**config.mk**
```make
export PLATFORM = sky130hd
export DESIGN_NAME = resp_reply_stream_parser
export DESIGN_NICKNAME = d
export VERILOG_FILES = /design/src/sv/rrsp_pkg.sv /design/src/sv/resp_reply_stream_parser.sv /design/src/sv/rrsp_ctrl.sv /design/src/sv/rrsp_datapath.sv
export SDC_FILE = /design/constraint.sdc
export NUM_CORES = 1
export LEC_CHECK = 0
export ABC_AREA = 1
export ABC_CLOCK_PERIOD_IN_PS = 5500
export BUFFER_PORTS_ARGS = -buffer_cell sky130_fd_sc_hd__buf_4
export CELL_PAD_IN_SITES_DETAIL_PLACEMENT = 1
export CELL_PAD_IN_SITES_GLOBAL_PLACEMENT = 1
export CORE_MARGIN = 5
export CORE_UTILIZATION = 47
export DETAILED_ROUTE_END_ITERATION = 10
export PLACE_DENSITY_LB_ADDON = 0.1
export SYNTH_ARGS = -nofsm -noshare
export SYNTH_HDL_FRONTEND = slang
export SYNTH_SLANG_ARGS = --single-unit
```
**constraint.sdc**
```tcl
create_clock -name clock -period 5.5 [get_ports clock]
set_input_delay 0.55 -clock clock [delete_from_list [all_inputs] [get_ports clock]]
set_output_delay 0.55 -clock clock [all_outputs]
set_load 0.01 [all_outputs]
```
**src/sv/rrsp_pkg.sv**
```systemverilog
// shared types and constants for the resp reply stream parser
package rrsp_pkg;

   localparam int MaxDepth = 8;
   localparam int DepthW = 4;
   localparam int SlotW = 3;

   localparam logic [26:0] BULK_LIMIT_RESET = 27'd67108864;
   localparam logic [19:0] ARRAY_LIMIT_RESET = 20'd1000000;

   localparam logic [7:0] CH_CR = 8'd13;
   localparam logic [7:0] CH_LF = 8'd10;
   localparam logic [7:0] CH_PLUS = 8'h2B;
   localparam logic [7:0] CH_MINUS = 8'h2D;
   localparam logic [7:0] CH_COLON = 8'h3A;
   localparam logic [7:0] CH_DOLLAR = 8'h24;
   localparam logic [7:0] CH_STAR = 8'h2A;
   localparam logic [7:0] CH_ZERO = 8'h30;
   localparam logic [7:0] CH_NINE = 8'h39;
   localparam logic [63:0] INT_TOP = 64'h7FFF_FFFF_FFFF_FFFF;

   localparam logic CSR_MAX_BULK = 1'b0;
   localparam logic CSR_MAX_ARRAY = 1'b1;

   typedef enum logic [2:0] {
      ROLE_TAG = 3'd0,
      ROLE_CONTENT = 3'd1,
      ROLE_HELD_CR = 3'd2,
      ROLE_TERM = 3'd3,
      ROLE_BULK = 3'd4,
      ROLE_TRAIL = 3'd5,
      ROLE_DISCARD = 3'd6
   } role_type;

   typedef enum logic [2:0] {
      EV_NONE = 3'd0,
      EV_SIMPLE_END = 3'd1,
      EV_ERROR_END = 3'd2,
      EV_INTEGER = 3'd3,
      EV_BULK_START = 3'd4,
      EV_BULK_END = 3'd5,
      EV_NIL = 3'd6,
      EV_ARRAY_START = 3'd7
   } event_type;

   typedef enum logic [2:0] {
      ERR_NONE = 3'd0,
      ERR_EMPTY = 3'd1,
      ERR_BAD_INT = 3'd2,
      ERR_BAD_BULK = 3'd3,
      ERR_BAD_ARRAY = 3'd4,
      ERR_UNKNOWN_TAG = 3'd5,
      ERR_TOO_DEEP = 3'd6
   } error_type;

   typedef enum logic [2:0] {
      KIND_NONE = 3'd0,
      KIND_SIMPLE = 3'd1,
      KIND_ERROR = 3'd2,
      KIND_INT = 3'd3,
      KIND_BULK = 3'd4,
      KIND_ARRAY = 3'd5,
      KIND_CRTAG = 3'd6
   } kind_type;

   typedef enum logic [2:0] {
      PH_TAG = 3'd0,
      PH_LINE = 3'd1,
      PH_BULK = 3'd2,
      PH_TRAIL = 3'd3,
      PH_ERR = 3'd4
   } phase_type;

   // controller states
   typedef enum logic [2:0] {
      ST_IDLE,
      ST_DECODE,
      ST_POP,
      ST_EMIT0,
      ST_EMIT1
   } state_type;

   // what the controller asks the datapath to do
   typedef struct packed {
      logic load;      // capture input byte
      logic decode;    // run the byte decode, compute result(s)
      logic pop;       // one stack count step
      logic out_sel;   // which of the two results to present
   } cmd_type;

   // what the datapath tells the controller
   typedef struct packed {
      logic two;       // this byte yields two results
      logic need_pop;  // an element completed, stack walk pending
      logic pop_more;  // stack walk not finished
   } sts_type;

   // one result item
   typedef struct packed {
      role_type role;
      logic [7:0] content;
      event_type ev;
      logic [63:0] value;
      logic [3:0] depth;
      logic [3:0] closed;
      logic done;
      error_type err;
   } result_type;

endpackage

```
**src/sv/resp_reply_stream_parser.sv**
```systemverilog
// top level of the resp reply stream parser
//  channel  direction  handshake              payload
//  req      in         req_valid/req_stall    req_stream_byte
//  rsp      out        rsp_valid/rsp_stall    role, content, event, depth, status
//  csr      in         csr_write              csr_index, csr_data
// each byte passes through a decode state, then one emit state per result
// a completed element that closes arrays adds a stack walk state, one count step
// per stack entry visited, made by the single-ported count stack walk
// reset is synchronous, clears parser state and restores the limit registers
// a stalled result holds; the next byte is taken in the cycle the last result leaves
module resp_reply_stream_parser import rrsp_pkg::*; (
   input logic clock,
   input logic reset,
   input logic req_valid,
   output logic req_stall,
   input logic [7:0] req_stream_byte,
   output logic rsp_valid,
   input logic rsp_stall,
   output logic [2:0] rsp_byte_role,
   output logic [7:0] rsp_content_byte,
   output logic [2:0] rsp_event_res,
   output logic signed [63:0] rsp_event_value,
   output logic [3:0] rsp_element_depth,
   output logic [3:0] rsp_arrays_closed,
   output logic rsp_reply_done,
   output logic [2:0] rsp_error_code,
   output logic rsp_last,
   input logic csr_write,
   input logic [0:0] csr_index,
   input logic [26:0] csr_data
);

   cmd_type cmd;
   sts_type sts;
   result_type rsp;

   rrsp_ctrl u_ctrl (
      .clock, .reset, .req_valid, .req_stall, .rsp_valid, .rsp_stall,
      .rsp_last, .cmd, .sts
   );

   rrsp_datapath u_dp (
      .clock, .reset, .req_stream_byte, .csr_write, .csr_index, .csr_data,
      .cmd, .sts, .rsp
   );

   // result fields
   assign rsp_byte_role = rsp.role;
   assign rsp_content_byte = rsp.content;
   assign rsp_event_res = rsp.ev;
   assign rsp_event_value = rsp.value;
   assign rsp_element_depth = rsp.depth;
   assign rsp_arrays_closed = rsp.closed;
   assign rsp_reply_done = rsp.done;
   assign rsp_error_code = rsp.err;

endmodule

```
**src/sv/rrsp_ctrl.sv**
```systemverilog
// controller state machine for the resp reply stream parser
module rrsp_ctrl import rrsp_pkg::*; (
   input logic clock,
   input logic reset,
   input logic req_valid,
   output logic req_stall,
   output logic rsp_valid,
   input logic rsp_stall,
   output logic rsp_last,
   output cmd_type cmd,
   input sts_type sts
);

   state_type state_ff, state_in;
   logic two_ff, two_in;

   // next state
   always_comb begin
      state_in = state_ff;
      two_in = two_ff;
      unique case (state_ff)
         ST_IDLE: begin
            if (req_valid) state_in = ST_DECODE;
         end
         ST_DECODE: begin
            two_in = sts.two;
            if (sts.need_pop) state_in = ST_POP;
            else state_in = sts.two ? ST_EMIT0 : ST_EMIT1;
         end
         ST_POP: begin
            if (!sts.pop_more) state_in = two_ff ? ST_EMIT0 : ST_EMIT1;
         end
         ST_EMIT0: begin
            if (!rsp_stall) state_in = ST_EMIT1;
         end
         ST_EMIT1: begin
            if (!rsp_stall) state_in = req_valid ? ST_DECODE : ST_IDLE;
         end
         default: state_in = ST_IDLE;
      endcase
   end

   // outputs
   always_comb begin
      cmd = '0;
      req_stall = 1'b1;
      rsp_valid = 1'b0;
      rsp_last = 1'b0;
      unique case (state_ff)
         ST_IDLE: begin
            req_stall = 1'b0;
            cmd.load = req_valid;
         end
         ST_DECODE: cmd.decode = 1'b1;
         ST_POP: cmd.pop = 1'b1;
         ST_EMIT0: begin
            rsp_valid = 1'b1;
         end
         ST_EMIT1: begin
            rsp_valid = 1'b1;
            rsp_last = 1'b1;
            cmd.out_sel = 1'b1;
            req_stall = rsp_stall;
            cmd.load = req_valid && !rsp_stall;
         end
         default: ;
      endcase
   end

   // state registers
   always_ff @(posedge clock) begin
      if (reset) begin
         state_ff <= ST_IDLE;
         two_ff <= 1'b0;
      end else begin
         state_ff <= state_in;
         two_ff <= two_in;
      end
   end

`ifndef SYNTHESIS
   a_last_only_final: assert property (@(posedge clock) disable iff (reset)
      (state_ff == ST_EMIT0) |-> !rsp_last) else $error("last on first result");
   a_pop_then_emit: assert property (@(posedge clock) disable iff (reset)
      (state_ff == ST_POP && !sts.pop_more) |=> rsp_valid)
      else $error("stack walk not followed by result");
   a_no_accept_busy: assert property (@(posedge clock) disable iff (reset)
      (state_ff == ST_DECODE || state_ff == ST_POP) |-> req_stall)
      else $error("input taken while busy");
`endif

endmodule

```
**src/sv/rrsp_datapath.sv**
```systemverilog
// datapath: byte decode, number accumulate, count stack for the parser
module rrsp_datapath import rrsp_pkg::*; (
   input logic clock,
   input logic reset,
   input logic [7:0] req_stream_byte,
   input logic csr_write,
   input logic [0:0] csr_index,
   input logic [26:0] csr_data,
   input cmd_type cmd,
   output sts_type sts,
   output result_type rsp
);

   logic [26:0] max_bulk_ff;
   logic [19:0] max_array_ff;

   logic [7:0] byte_ff;
   phase_type phase_ff, phase_in;
   kind_type kind_ff, kind_in;
   logic held_ff, held_in;
   logic neg_ff, neg_in;
   logic seen_ff, seen_in;
   logic [63:0] mag_ff, mag_in;
   logic [26:0] bulk_ff, bulk_in;
   logic [1:0] trail_ff, trail_in;
   logic [DepthW-1:0] depth_ff, depth_in;
   error_type err_ff, err_in;
   logic [19:0] counts_ff [MaxDepth];

   result_type r0_ff, r0_in, r1_ff, r1_in;
   logic two_in;
   logic pend_ff, pend_in;
   logic push_in;
   logic [19:0] push_val_in;

   // config registers
   always_ff @(posedge clock) begin
      if (reset) begin
         max_bulk_ff <= BULK_LIMIT_RESET;
         max_array_ff <= ARRAY_LIMIT_RESET;
      end else if (csr_write) begin
         unique case (csr_index)
            CSR_MAX_BULK: max_bulk_ff <= csr_data;
            CSR_MAX_ARRAY: max_array_ff <= csr_data[19:0];
            default: ;
         endcase
      end
   end

   // digit decode and overflow check: mag*10+d within limit
   logic is_digit;
   logic [3:0] digit;
   logic [67:0] mag10;
   logic [67:0] sum_mag;
   logic [63:0] lim;
   logic ovf;
   logic err_kind_ok;
   error_type num_err;
   logic negv;
   logic [63:0] sval;
   always_comb begin
      is_digit = byte_ff >= CH_ZERO && byte_ff <= CH_NINE;
      digit = 4'(byte_ff - CH_ZERO);
      // mag*8 + mag*2
      mag10 = {1'b0, mag_ff, 3'b000} + {3'b000, mag_ff, 1'b0};
      sum_mag = mag10 + 68'(digit);
      lim = INT_TOP + 64'(neg_ff);
      ovf = sum_mag > 68'(lim);
      err_kind_ok = 1'b1;
      num_err = error_type'(kind_ff - 3'd1);
      negv = neg_ff && (mag_ff != 64'd0);
      sval = neg_ff ? (64'd0 - mag_ff) : mag_ff;
   end

   // byte decode
   always_comb begin
      phase_in = phase_ff;
      kind_in = kind_ff;
      held_in = held_ff;
      neg_in = neg_ff;
      seen_in = seen_ff;
      mag_in = mag_ff;
      bulk_in = bulk_ff;
      trail_in = trail_ff;
      err_in = err_ff;
      r0_in = '0;
      r1_in = '0;
      two_in = 1'b0;
      pend_in = 1'b0;
      push_in = 1'b0;
      push_val_in = mag_ff[19:0];
      r1_in.depth = 4'd0;
      unique case (phase_ff)
         PH_TAG: begin
            r1_in.role = ROLE_TAG;
            unique case (byte_ff)
               CH_PLUS: kind_in = KIND_SIMPLE;
               CH_MINUS: kind_in = KIND_ERROR;
               CH_COLON: kind_in = KIND_INT;
               CH_DOLLAR: kind_in = KIND_BULK;
               CH_STAR: kind_in = KIND_ARRAY;
               CH_CR: kind_in = KIND_CRTAG;
               default: kind_in = KIND_NONE;
            endcase
            if (kind_in == KIND_NONE) begin
               kind_in = kind_ff;
               err_in = ERR_UNKNOWN_TAG;
               phase_in = PH_ERR;
               held_in = 1'b0;
               r1_in.role = ROLE_DISCARD;
            end else begin
               held_in = byte_ff == CH_CR;
               neg_in = 1'b0;
               seen_in = 1'b0;
               mag_in = '0;
               phase_in = PH_LINE;
            end
         end
         PH_LINE: begin
            if (kind_ff == KIND_CRTAG) begin
               err_in = (byte_ff == CH_LF) ? ERR_EMPTY : ERR_UNKNOWN_TAG;
               phase_in = PH_ERR;
               held_in = 1'b0;
               r1_in.role = ROLE_DISCARD;
            end else if (kind_ff == KIND_SIMPLE || kind_ff == KIND_ERROR) begin
               if (held_ff && byte_ff == CH_LF) begin
                  held_in = 1'b0;
                  r1_in.role = ROLE_TERM;
                  r1_in.ev = (kind_ff == KIND_SIMPLE) ? EV_SIMPLE_END : EV_ERROR_END;
                  r1_in.depth = depth_ff;
                  pend_in = 1'b1;
                  phase_in = PH_TAG;
               end else begin
                  if (held_ff) begin
                     two_in = 1'b1;
                     r0_in.role = ROLE_HELD_CR;
                     r0_in.content = CH_CR;
                  end
                  if (byte_ff == CH_CR) begin
                     held_in = 1'b1;
                     r1_in.role = ROLE_TERM;
                  end else begin
                     held_in = 1'b0;
                     r1_in.role = ROLE_CONTENT;
                     r1_in.content = byte_ff;
                  end
               end
            end else if (held_ff) begin
               held_in = 1'b0;
               if (byte_ff != CH_LF || !seen_ff) begin
                  err_in = num_err;
                  phase_in = PH_ERR;
                  r1_in.role = ROLE_DISCARD;
               end else begin
                  r1_in.role = ROLE_TERM;
                  phase_in = PH_TAG;
                  if (kind_ff == KIND_INT) begin
                     r1_in.ev = EV_INTEGER;
                     r1_in.value = sval;
                     r1_in.depth = depth_ff;
                     pend_in = 1'b1;
                  end else if (negv) begin
                     r1_in.ev = EV_NIL;
                     r1_in.depth = depth_ff;
                     pend_in = 1'b1;
                  end else if (kind_ff == KIND_BULK) begin
                     if (mag_ff > 64'(max_bulk_ff)) begin
                        err_in = ERR_BAD_BULK;
                        phase_in = PH_ERR;
                        r1_in.role = ROLE_DISCARD;
                     end else begin
                        r1_in.ev = EV_BULK_START;
                        r1_in.value = mag_ff;
                        r1_in.depth = depth_ff;
                        bulk_in = mag_ff[26:0];
                        trail_in = 2'd2;
                        phase_in = (mag_ff == 64'd0) ? PH_TRAIL : PH_BULK;
                     end
                  end else begin
                     if (mag_ff > 64'(max_array_ff)) begin
                        err_in = ERR_BAD_ARRAY;
                        phase_in = PH_ERR;
                        r1_in.role = ROLE_DISCARD;
                     end else if (mag_ff == 64'd0) begin
                        r1_in.ev = EV_ARRAY_START;
                        r1_in.depth = depth_ff;
                        pend_in = 1'b1;
                     end else if (depth_ff >= DepthW'(MaxDepth)) begin
                        err_in = ERR_TOO_DEEP;
                        phase_in = PH_ERR;
                        r1_in.role = ROLE_DISCARD;
                     end else begin
                        r1_in.ev = EV_ARRAY_START;
                        r1_in.value = mag_ff;
                        r1_in.depth = depth_ff;
                        push_in = 1'b1;
                     end
                  end
               end
            end else if (byte_ff == CH_CR) begin
               held_in = 1'b1;
               r1_in.role = ROLE_TERM;
            end else if (byte_ff == CH_MINUS && !neg_ff && !seen_ff) begin
               neg_in = 1'b1;
               r1_in.role = ROLE_CONTENT;
               r1_in.content = byte_ff;
            end else if (is_digit && !ovf && err_kind_ok) begin
               mag_in = sum_mag[63:0];
               seen_in = 1'b1;
               r1_in.role = ROLE_CONTENT;
               r1_in.content = byte_ff;
            end else begin
               err_in = num_err;
               phase_in = PH_ERR;
               r1_in.role = ROLE_DISCARD;
            end
         end
         PH_BULK: begin
            r1_in.role = ROLE_BULK;
            r1_in.content = byte_ff;
            bulk_in = (bulk_ff != 27'd0) ? bulk_ff - 27'd1 : bulk_ff;
            if (bulk_in == 27'd0) begin
               trail_in = 2'd2;
               phase_in = PH_TRAIL;
            end
         end
         PH_TRAIL: begin
            r1_in.role = ROLE_TRAIL;
            trail_in = (trail_ff != 2'd0) ? trail_ff - 2'd1 : trail_ff;
            if (trail_in == 2'd0) begin
               r1_in.ev = EV_BULK_END;
               r1_in.depth = depth_ff;
               pend_in = 1'b1;
               phase_in = PH_TAG;
            end
         end
         default: r1_in.role = ROLE_DISCARD;
      endcase
      r0_in.err = err_in;
      r1_in.err = err_in;
      r1_in.done = (depth_ff == '0) && pend_in;
   end

   // stack walk: one count decrement per cycle
   logic [SlotW-1:0] top;
   logic [19:0] top_dec;
   logic pop_close;
   assign top = SlotW'(depth_ff - 4'd1);
   assign top_dec = counts_ff[top] - 20'd1;
   assign pop_close = top_dec == 20'd0;
   assign sts.two = two_in;
   assign sts.need_pop = pend_in && (depth_ff != '0);
   assign sts.pop_more = pend_ff && pop_close && (depth_ff > 4'd1);

   // state registers
   always_ff @(posedge clock) begin
      if (reset) begin
         phase_ff <= PH_TAG;
         kind_ff <= KIND_NONE;
         held_ff <= 1'b0;
         neg_ff <= 1'b0;
         seen_ff <= 1'b0;
         mag_ff <= '0;
         bulk_ff <= '0;
         trail_ff <= '0;
         depth_ff <= '0;
         err_ff <= ERR_NONE;
         pend_ff <= 1'b0;
      end else if (cmd.decode) begin
         phase_ff <= phase_in;
         kind_ff <= kind_in;
         held_ff <= held_in;
         neg_ff <= neg_in;
         seen_ff <= seen_in;
         mag_ff <= mag_in;
         bulk_ff <= bulk_in;
         trail_ff <= trail_in;
         err_ff <= err_in;
         pend_ff <= pend_in && (depth_ff != '0);
         if (push_in) depth_ff <= depth_ff + 4'd1;
      end else if (cmd.pop && pend_ff) begin
         if (pop_close) depth_ff <= depth_ff - 4'd1;
         else pend_ff <= 1'b0;
         if (pop_close && depth_ff == 4'd1) pend_ff <= 1'b0;
      end
   end

   // count stack
   always_ff @(posedge clock) begin
      if (cmd.decode && push_in) counts_ff[SlotW'(depth_ff)] <= push_val_in;
      else if (cmd.pop && pend_ff) counts_ff[top] <= top_dec;
   end

   // input byte and result registers
   always_ff @(posedge clock) begin
      if (cmd.load) byte_ff <= req_stream_byte;
      if (cmd.decode) begin
         r0_ff <= r0_in;
         r1_ff <= r1_in;
      end else if (cmd.pop && pend_ff && pop_close) begin
         r1_ff.closed <= r1_ff.closed + 4'd1;
         r1_ff.done <= depth_ff == 4'd1;
      end
   end

   assign rsp = cmd.out_sel ? r1_ff : r0_ff;

`ifndef SYNTHESIS
   a_depth_bound: assert property (@(posedge clock) disable iff (reset)
      depth_ff <= DepthW'(MaxDepth)) else $error("nesting depth beyond limit");
   a_err_sticky: assert property (@(posedge clock) disable iff (reset)
      (err_ff != ERR_NONE) |=> (err_ff == $past(err_ff)))
      else $error("sticky error changed");
   a_err_phase: assert property (@(posedge clock) disable iff (reset)
      (err_ff != ERR_NONE) |-> (phase_ff == PH_ERR)) else $error("error without error phase");
`endif

endmodule
```
==> impl_metrics.py, run 1 <==
metrics = {
    "final_layout": {
        "fin_cells": 5140,
        "layout_commonest_cell": "nand2_1",
        "fillers": 7984,
        "stdcell_area_mm2": 0.0342,
        "layout-drive-gt1-share": 0.119,
        "finish.utilization": 0.552,
        "final_net_count": 4559,
        "diodes": 0,
        "most-common-layout-cells": "953 x nand2_1, 590 x nor2_1, 451 x inv_1",
        "area_growth_pct": 16.1,
    },
    "clock_network": {
        "cts_buffer_depth": 3,
        "clock-sinks": 420,
        "cts_tree": "yes",
        "cts_root_buffer": "clkbuf_16",
        "cts_htree_levels": 2,
        "numCtsBuffers": 50,
        "clkLatencyLatePin_ns": 0.60,
        "clkTransAtPathRegs_ns": 0.06,
        "ctsHoldBuffers": 0,
    },
    "drt": {
        "drt-met1-wl_um": 48700,
        "dr_wl_met2_um": 52800,
        "drc": 0,
        "ant_nets": 0,
        "drt-total-wl_um": 110000,
        "route.met3.wl_um": 5150,
        "num_vias": 29100,
        "drt_pass1_iterations": 5,
        "top_layer_used": "met5",
        "drtIter0Drc": 1913,
        "vias_per_cell": 5.66,
        "avgRoutedWirePerCell_um": 21.5,
    },
    "grt": {
        "grt_pass1_vias": 29200,
        "antenna_found_initial": 2,
        "track_usage": 0.310,
        "grt-ovfl-total": 0,
        "grt_first_pass_wirelength_um": 166000,
        "grt_max_degree": 84,
    },
    "placed_design": {
        "port_buffers": 133,
        "dp_hpwl_um": 82700,
        "placed_area_mm2": 0.0322,
        "dp.cells": 5036,
        "gp_congestion": 0.948,
    },
    "critical_path": {
        "crit_required_ns": 5.93,
        "worst-path-buf-inv": 5,
        "start_kind": "register",
        "slowest_delay_ns": 0.56,
        "worst-r2r-cell-count": 31,
        "crit_top_cell": "nand2_2",
        "cp-end-kind": "register",
        "r2r_end": "u_dp.mag_ff[4]",
        "crit_arrival_ns": 5.72,
        "cpMaxStageDelayCell": "fa_1",
        "cp_max_fo": 9,
        "r2r_start": "u_dp.byte_ff[3]",
        "critPathTopFamily": "simple AND/OR/NAND/NOR gates",
        "crit_type": "register to register",
        "crit_cells": 31,
        "regToRegSetupSlack_ns": 0.21,
    },
    "hold_path": {
        "min_path_type": "primary input to register",
        "hold_path_depth": 1,
        "hold_path_startpoint": "req_stream_byte[7]",
        "hold_end": "u_dp.byte_ff[7]",
    },
    "yosys": {
        "synth_edf_count": 255,
        "ys.warnings.count": 0,
        "synth_area_leaders": "edfxtp_1 26%, nand2_1 12%, dfxtp_1 11%, ha_1 11%, nor2_1 7.7%",
        "synth-seq-cells": 420,
        "ys_seq_area_frac": 0.372,
        "syn_inst": 4035,
        "yosysUniqueCellTypes": 62,
        "synthesis.area_mm2": 0.0295,
        "synth_flop_cell": "edfxtp_1",
        "avgSynthCellArea_um2": 7.30,
        "async_reset_ff_frac": 0,
        "synth_fp_nets": 4330,
        "yosysTopAreaCell": "edfxtp_1",
        "synth_top_area_frac": 0.260,
    },
    "timing": {
        "timing.fmax_mhz": 189,
        "skew_ns": 0.0290,
        "finalCritPeriodShare": 0.962,
        "drv_slew": 0,
        "whs_ns": 0.136,
        "worstMarginPinSlew_ns": 1.20,
        "finalHoldViolations": 0,
        "setup_violations": 0,
        "relSlewSlack": 0.194,
        "finalCriticalPeriod_ns": 5.29,
        "tns_ns": 0,
    },
    "power": {
        "power.leakage_uw": 0.0161,
        "ir_drop_mv": 0.307,
        "power_density_mw_per_mm2": 245,
    },
    "outcome": {
        "outcome": "complete, no violations",
    },
    "floorplan": {
        "core-area_mm2": 0.0619,
        "rows": 91,
        "die_w_um": 260,
        "dieArea_mm2": 0.0678,
        "die_h_um": 260,
        "initial_core_util": 0.475,
        "pin_count": 134,
    },
    "flow_run": {
        "drv_cap": 0,
    },
}
## layout make-up
type                    count  area [µm²]  share of cell area
well taps                 837        1050              0.0306
clock inverters            19         154             0.00450
multi-input cells        3016       16400               0.479
repair buffers            306        2460              0.0718
flip-flops and latches    420       11000               0.321
clock buffers              72        1410              0.0413
inverters                 470        1770              0.0518
## cell families (layout without fill, tap and decap cells)
logic type                 Yosys count  after routing  share of synthesized area
xor gates and xnor gates            88             88                     0.0271
and+or+nand+nor                   1888           1888                      0.263
AOI/OAI and AO/OA                  786            786                      0.148
adders and majority gates          254            254                      0.108
buffers and inverters              599            867                     0.0819
DFF                                420            420                      0.372
## state kept, by name (all words and copies together) (netlist names), 4 cells and up
| signal | cells |
|---|---|
| u_dp.max_array_ff | 20 |
| u_dp.counts_ff | 160 |
| u_dp.byte_ff | 8 |
| u_dp.r1_ff | 90 |
| u_dp.mag_ff | 64 |
| u_dp.depth_ff | 4 |
| u_dp.bulk_ff | 27 |
| u_dp.max_bulk_ff | 27 |
## metrics by stage
step	setup WS [ns]	power (µW)
finish	0.212	8370
global route	-0.0278	8710
CTS	-0.00746	8350
detailed placement	-0.214	5090
global placement	-0.0471	5060
floorplan	0.523	4620
## report_power, final
part / leakage (µW) / total [µW] / switching, µW / internal (µW)
registers: 0.00374 / 3560 / 99.3 / 3460
clock network: 0.000760 / 3250 / 1380 / 1870
logic: 0.0116 / 1560 / 1060 / 499
total: 0.0161 / 8370 / 2540 / 5830
## metal layers
metal,GRT usage,vias up
met4,0.0885,2
met2,0.531,731
met1,0.421,14300
met5,0,-
li1,-,13900
met3,0.0305,182
## repair_timing
| action | in CTS | in global routing |
|---|---|---|
| setup endpoints to repair | 81 | 84 |
| gates cloned | 0 | 7 |
| gates resized for setup | 13 | 66 |
| buffers inserted | 0 | 6 |
| pin swaps | 1 | 21 |
## Yosys cell counts, drive strengths merged, types with 2 or more instances
library cell	n
clkinv	5
edfxtp	255
a21oi	315
o31ai	6
nor2	617
xnor2	35
o2111a	2
a21boi	6
inv	465
a31o	2
and2	3
buf	56
dfxtp	165
fa	2
and3	8
nand3	157
o211ai	18
xor2	53
a21o	7
nand2	980
nand3b	5
nor3	48
nor4	18
ha	252
o21a	7
a211oi	50
nor3b	2
a22oi	3
nor4b	3
o21ai	310
o22ai	5
clkbuf	73
or2	3
nand4	42
o21bai	23
a31oi	26
a221oi	3
## how the worst max path moves through the flow
stage / slack [ns] / start / end
after floorplan: 0.52 / u_dp.byte_ff[3] / u_dp.err_ff[1]
after global placement: -0.05 / u_dp.byte_ff[3] / u_dp.r1_ff[2]
after detailed placement: -0.21 / u_dp.byte_ff[3] / u_dp.r1_ff[85]
after CTS: -0.007 / u_dp.byte_ff[3] / u_dp.mag_ff[40]
after global routing: -0.03 / u_dp.byte_ff[3] / u_dp.r1_ff[88]
final: 0.21 / u_dp.byte_ff[3] / u_dp.mag_ff[4]
Note: power is estimated with default switching activity, not from simulation.
==> run 2: changes to the inputs <==
Settings changed: CORE_UTILIZATION 47 to 48, CTS_BUF_LIST from default to sky130_fd_sc_hd__clkbuf_8.
==> impl_metrics.py, run 2 (synthesis results as in run 1) <==
metrics = {
    "flow_run": {
        "drv_cap": 0,
    },
    "grt": {
        "grt_max_degree": 85,
        "track_usage": 0.316,
        "grt_pass1_vias": 29500,
        "grt_first_pass_wirelength_um": 167000,
        "grt-ovfl-total": 0,
        "antenna_found_initial": 2,
    },
    "clock_network": {
        "cts_htree_levels": 3,
        "clkLatencyLatePin_ns": 0.69,
        "cts_buffer_depth": 3,
        "cts_tree": "yes",
        "clkTransAtPathRegs_ns": 0.06,
        "clock-sinks": 420,
        "numCtsBuffers": 79,
        "cts_root_buffer": "clkbuf_8",
    },
    "timing": {
        "finalHoldViolations": 0,
        "tns_ns": 0,
        "finalCriticalPeriod_ns": 5.33,
        "setup_violations": 0,
        "layout_setup_ws_ns": 0.169,
        "skew_ns": 0.0326,
        "timing.fmax_mhz": 188,
        "worstMarginPinSlew_ns": 1.18,
        "drv_slew": 0,
        "relSlewSlack": 0.204,
        "finalCritPeriodShare": 0.969,
    },
    "floorplan": {
        "initial_core_util": 0.486,
        "die_h_um": 258,
        "pin_count": 134,
        "rows": 90,
        "dieArea_mm2": 0.0664,
        "die_w_um": 258,
        "core-area_mm2": 0.0606,
    },
    "drt": {
        "ant_nets": 0,
        "drtIter0Drc": 2047,
        "vias_per_cell": 5.68,
        "drc": 0,
        "avgRoutedWirePerCell_um": 21.6,
        "num_vias": 29200,
        "drt-total-wl_um": 111000,
        "drt_pass1_iterations": 5,
    },
    "power": {
        "power_density_mw_per_mm2": 248,
        "ir_drop_mv": 0.257,
        "power.leakage_uw": 0.0162,
    },
    "critical_path": {
        "regToRegSetupSlack_ns": 0.17,
        "r2r_start": "u_dp.byte_ff[3]",
        "r2r_end": "u_dp.mag_ff[19]",
        "endpoint": "u_dp.mag_ff[19]",
        "crit_cells": 30,
        "slowest_delay_ns": 0.57,
        "crit_arrival_ns": 5.83,
        "cp_max_fo": 8,
        "crit_required_ns": 6.00,
        "cp-end-kind": "register",
        "critPathTopFamily": "simple AND/OR/NAND/NOR gates",
        "worst-r2r-cell-count": 30,
        "start_kind": "register",
        "crit_top_cell": "nand2_1",
        "crit_type": "register to register",
        "worst-path-buf-inv": 6,
        "cpMaxStageDelayCell": "fa_1",
        "crit_start": "u_dp.byte_ff[3]",
    },
    "placed_design": {
        "gp_congestion": 0.926,
        "pre_cts_ws_ns": -0.206,
        "dp_hpwl_um": 81300,
        "port_buffers": 133,
    },
    "final_layout": {
        "area_growth_pct": 16.4,
        "multi_input_area_mm2": 0.0164,
        "fillers": 7773,
        "layout_commonest_cell": "nand2_1",
        "most-common-layout-cells": "955 x nand2_1, 591 x nor2_1, 464 x inv_1",
        "layout-drive-gt1-share": 0.125,
        "final_net_count": 4578,
        "largest-register": "u_dp.counts_ff",
        "top_regs": "u_dp.counts_ff (160), u_dp.r1_ff (90), u_dp.mag_ff (64)",
        "seqCellArea_mm2": 0.0110,
        "largest_register_ffs": 160,
    },
    "outcome": {
        "outcome": "complete, no violations",
    },
    "hold_path": {
        "min_path_type": "primary input to register",
    },
}
run 2: cell types whose count changed in the layout (fill, tap and decap cells not counted), sizes merged, moves of 3 or more:
cell         change
bufinv           +6
clkbuf          +15
inv             +20
clkinv          +17
dlygate4sd3      +3
buf             -13
run 2: timing repair:
action	4_1_cts	5_1_grt
pin swaps	3	20
setup endpoints to repair	82	85
gates resized for setup	17	62
hold endpoints to repair	3	0
setup buffers	1	8
hold buffers	3	0
cloned	2	7
run 2: how the worst min path moves through the flow:
stage | startpoint | endpoint | cells after the start
floorplan | u_dp.max_array_ff[10] | u_dp.max_array_ff[10] | 2
CTS | req_stream_byte[6] | u_dp.byte_ff[6] | 1
global route | req_stream_byte[6] | u_dp.byte_ff[6] | 1
global placement | u_dp.max_bulk_ff[15] | u_dp.max_bulk_ff[15] | 2
detailed placement | u_dp.max_array_ff[15] | u_dp.max_array_ff[15] | 2
finish | req_stream_byte[6] | u_dp.byte_ff[6] | 1
run 2: layer usage:
metal,part of all wire,routed length [µm],GRT usage,up-vias
li1,-,-,-,13900
met1,0.42,46300,0.405,14100
met3,0.062,6910,0.0541,250
met5,0,0,0,-
met2,0.47,52500,0.538,875
met4,0.045,4960,0.119,0
run 2: through the flow:
step | hold slack [ns] | cells | instance area, µm² | util | power, µW
after global placement | 0.447 | 4963 | 31900 | 0.527 | 5050
after global routing | -0.000895 | 5133 | 34300 | 0.566 | 8860
after floorplan | 0.433 | 4035 | 29500 | - | 4620
final | 0.0388 | 5133 | 34300 | 0.566 | 8490
after CTS | 0.000124 | 5116 | 33800 | 0.558 | 8470
after detailed placement | 0.454 | 4963 | 31900 | 0.527 | 5080
run 2: final cells by class:
class / count / share of cell area
multi-input combinational: 3016 / 0.479
clock buffer: 87 / 0.0349
tap: 782 / 0.0285
inverter: 470 / 0.0517
antenna: 2 / 0.000146
sequential: 420 / 0.320
clock inverter: 60 / 0.0150
timing repair buffer: 296 / 0.0708
run 2: power breakdown:
part | switching [µW] | internal [µW] | total, µW
registers | 89.8 | 3460 | 3550
clock network | 1490 | 1870 | 3360
logic | 1080 | 500 | 1580
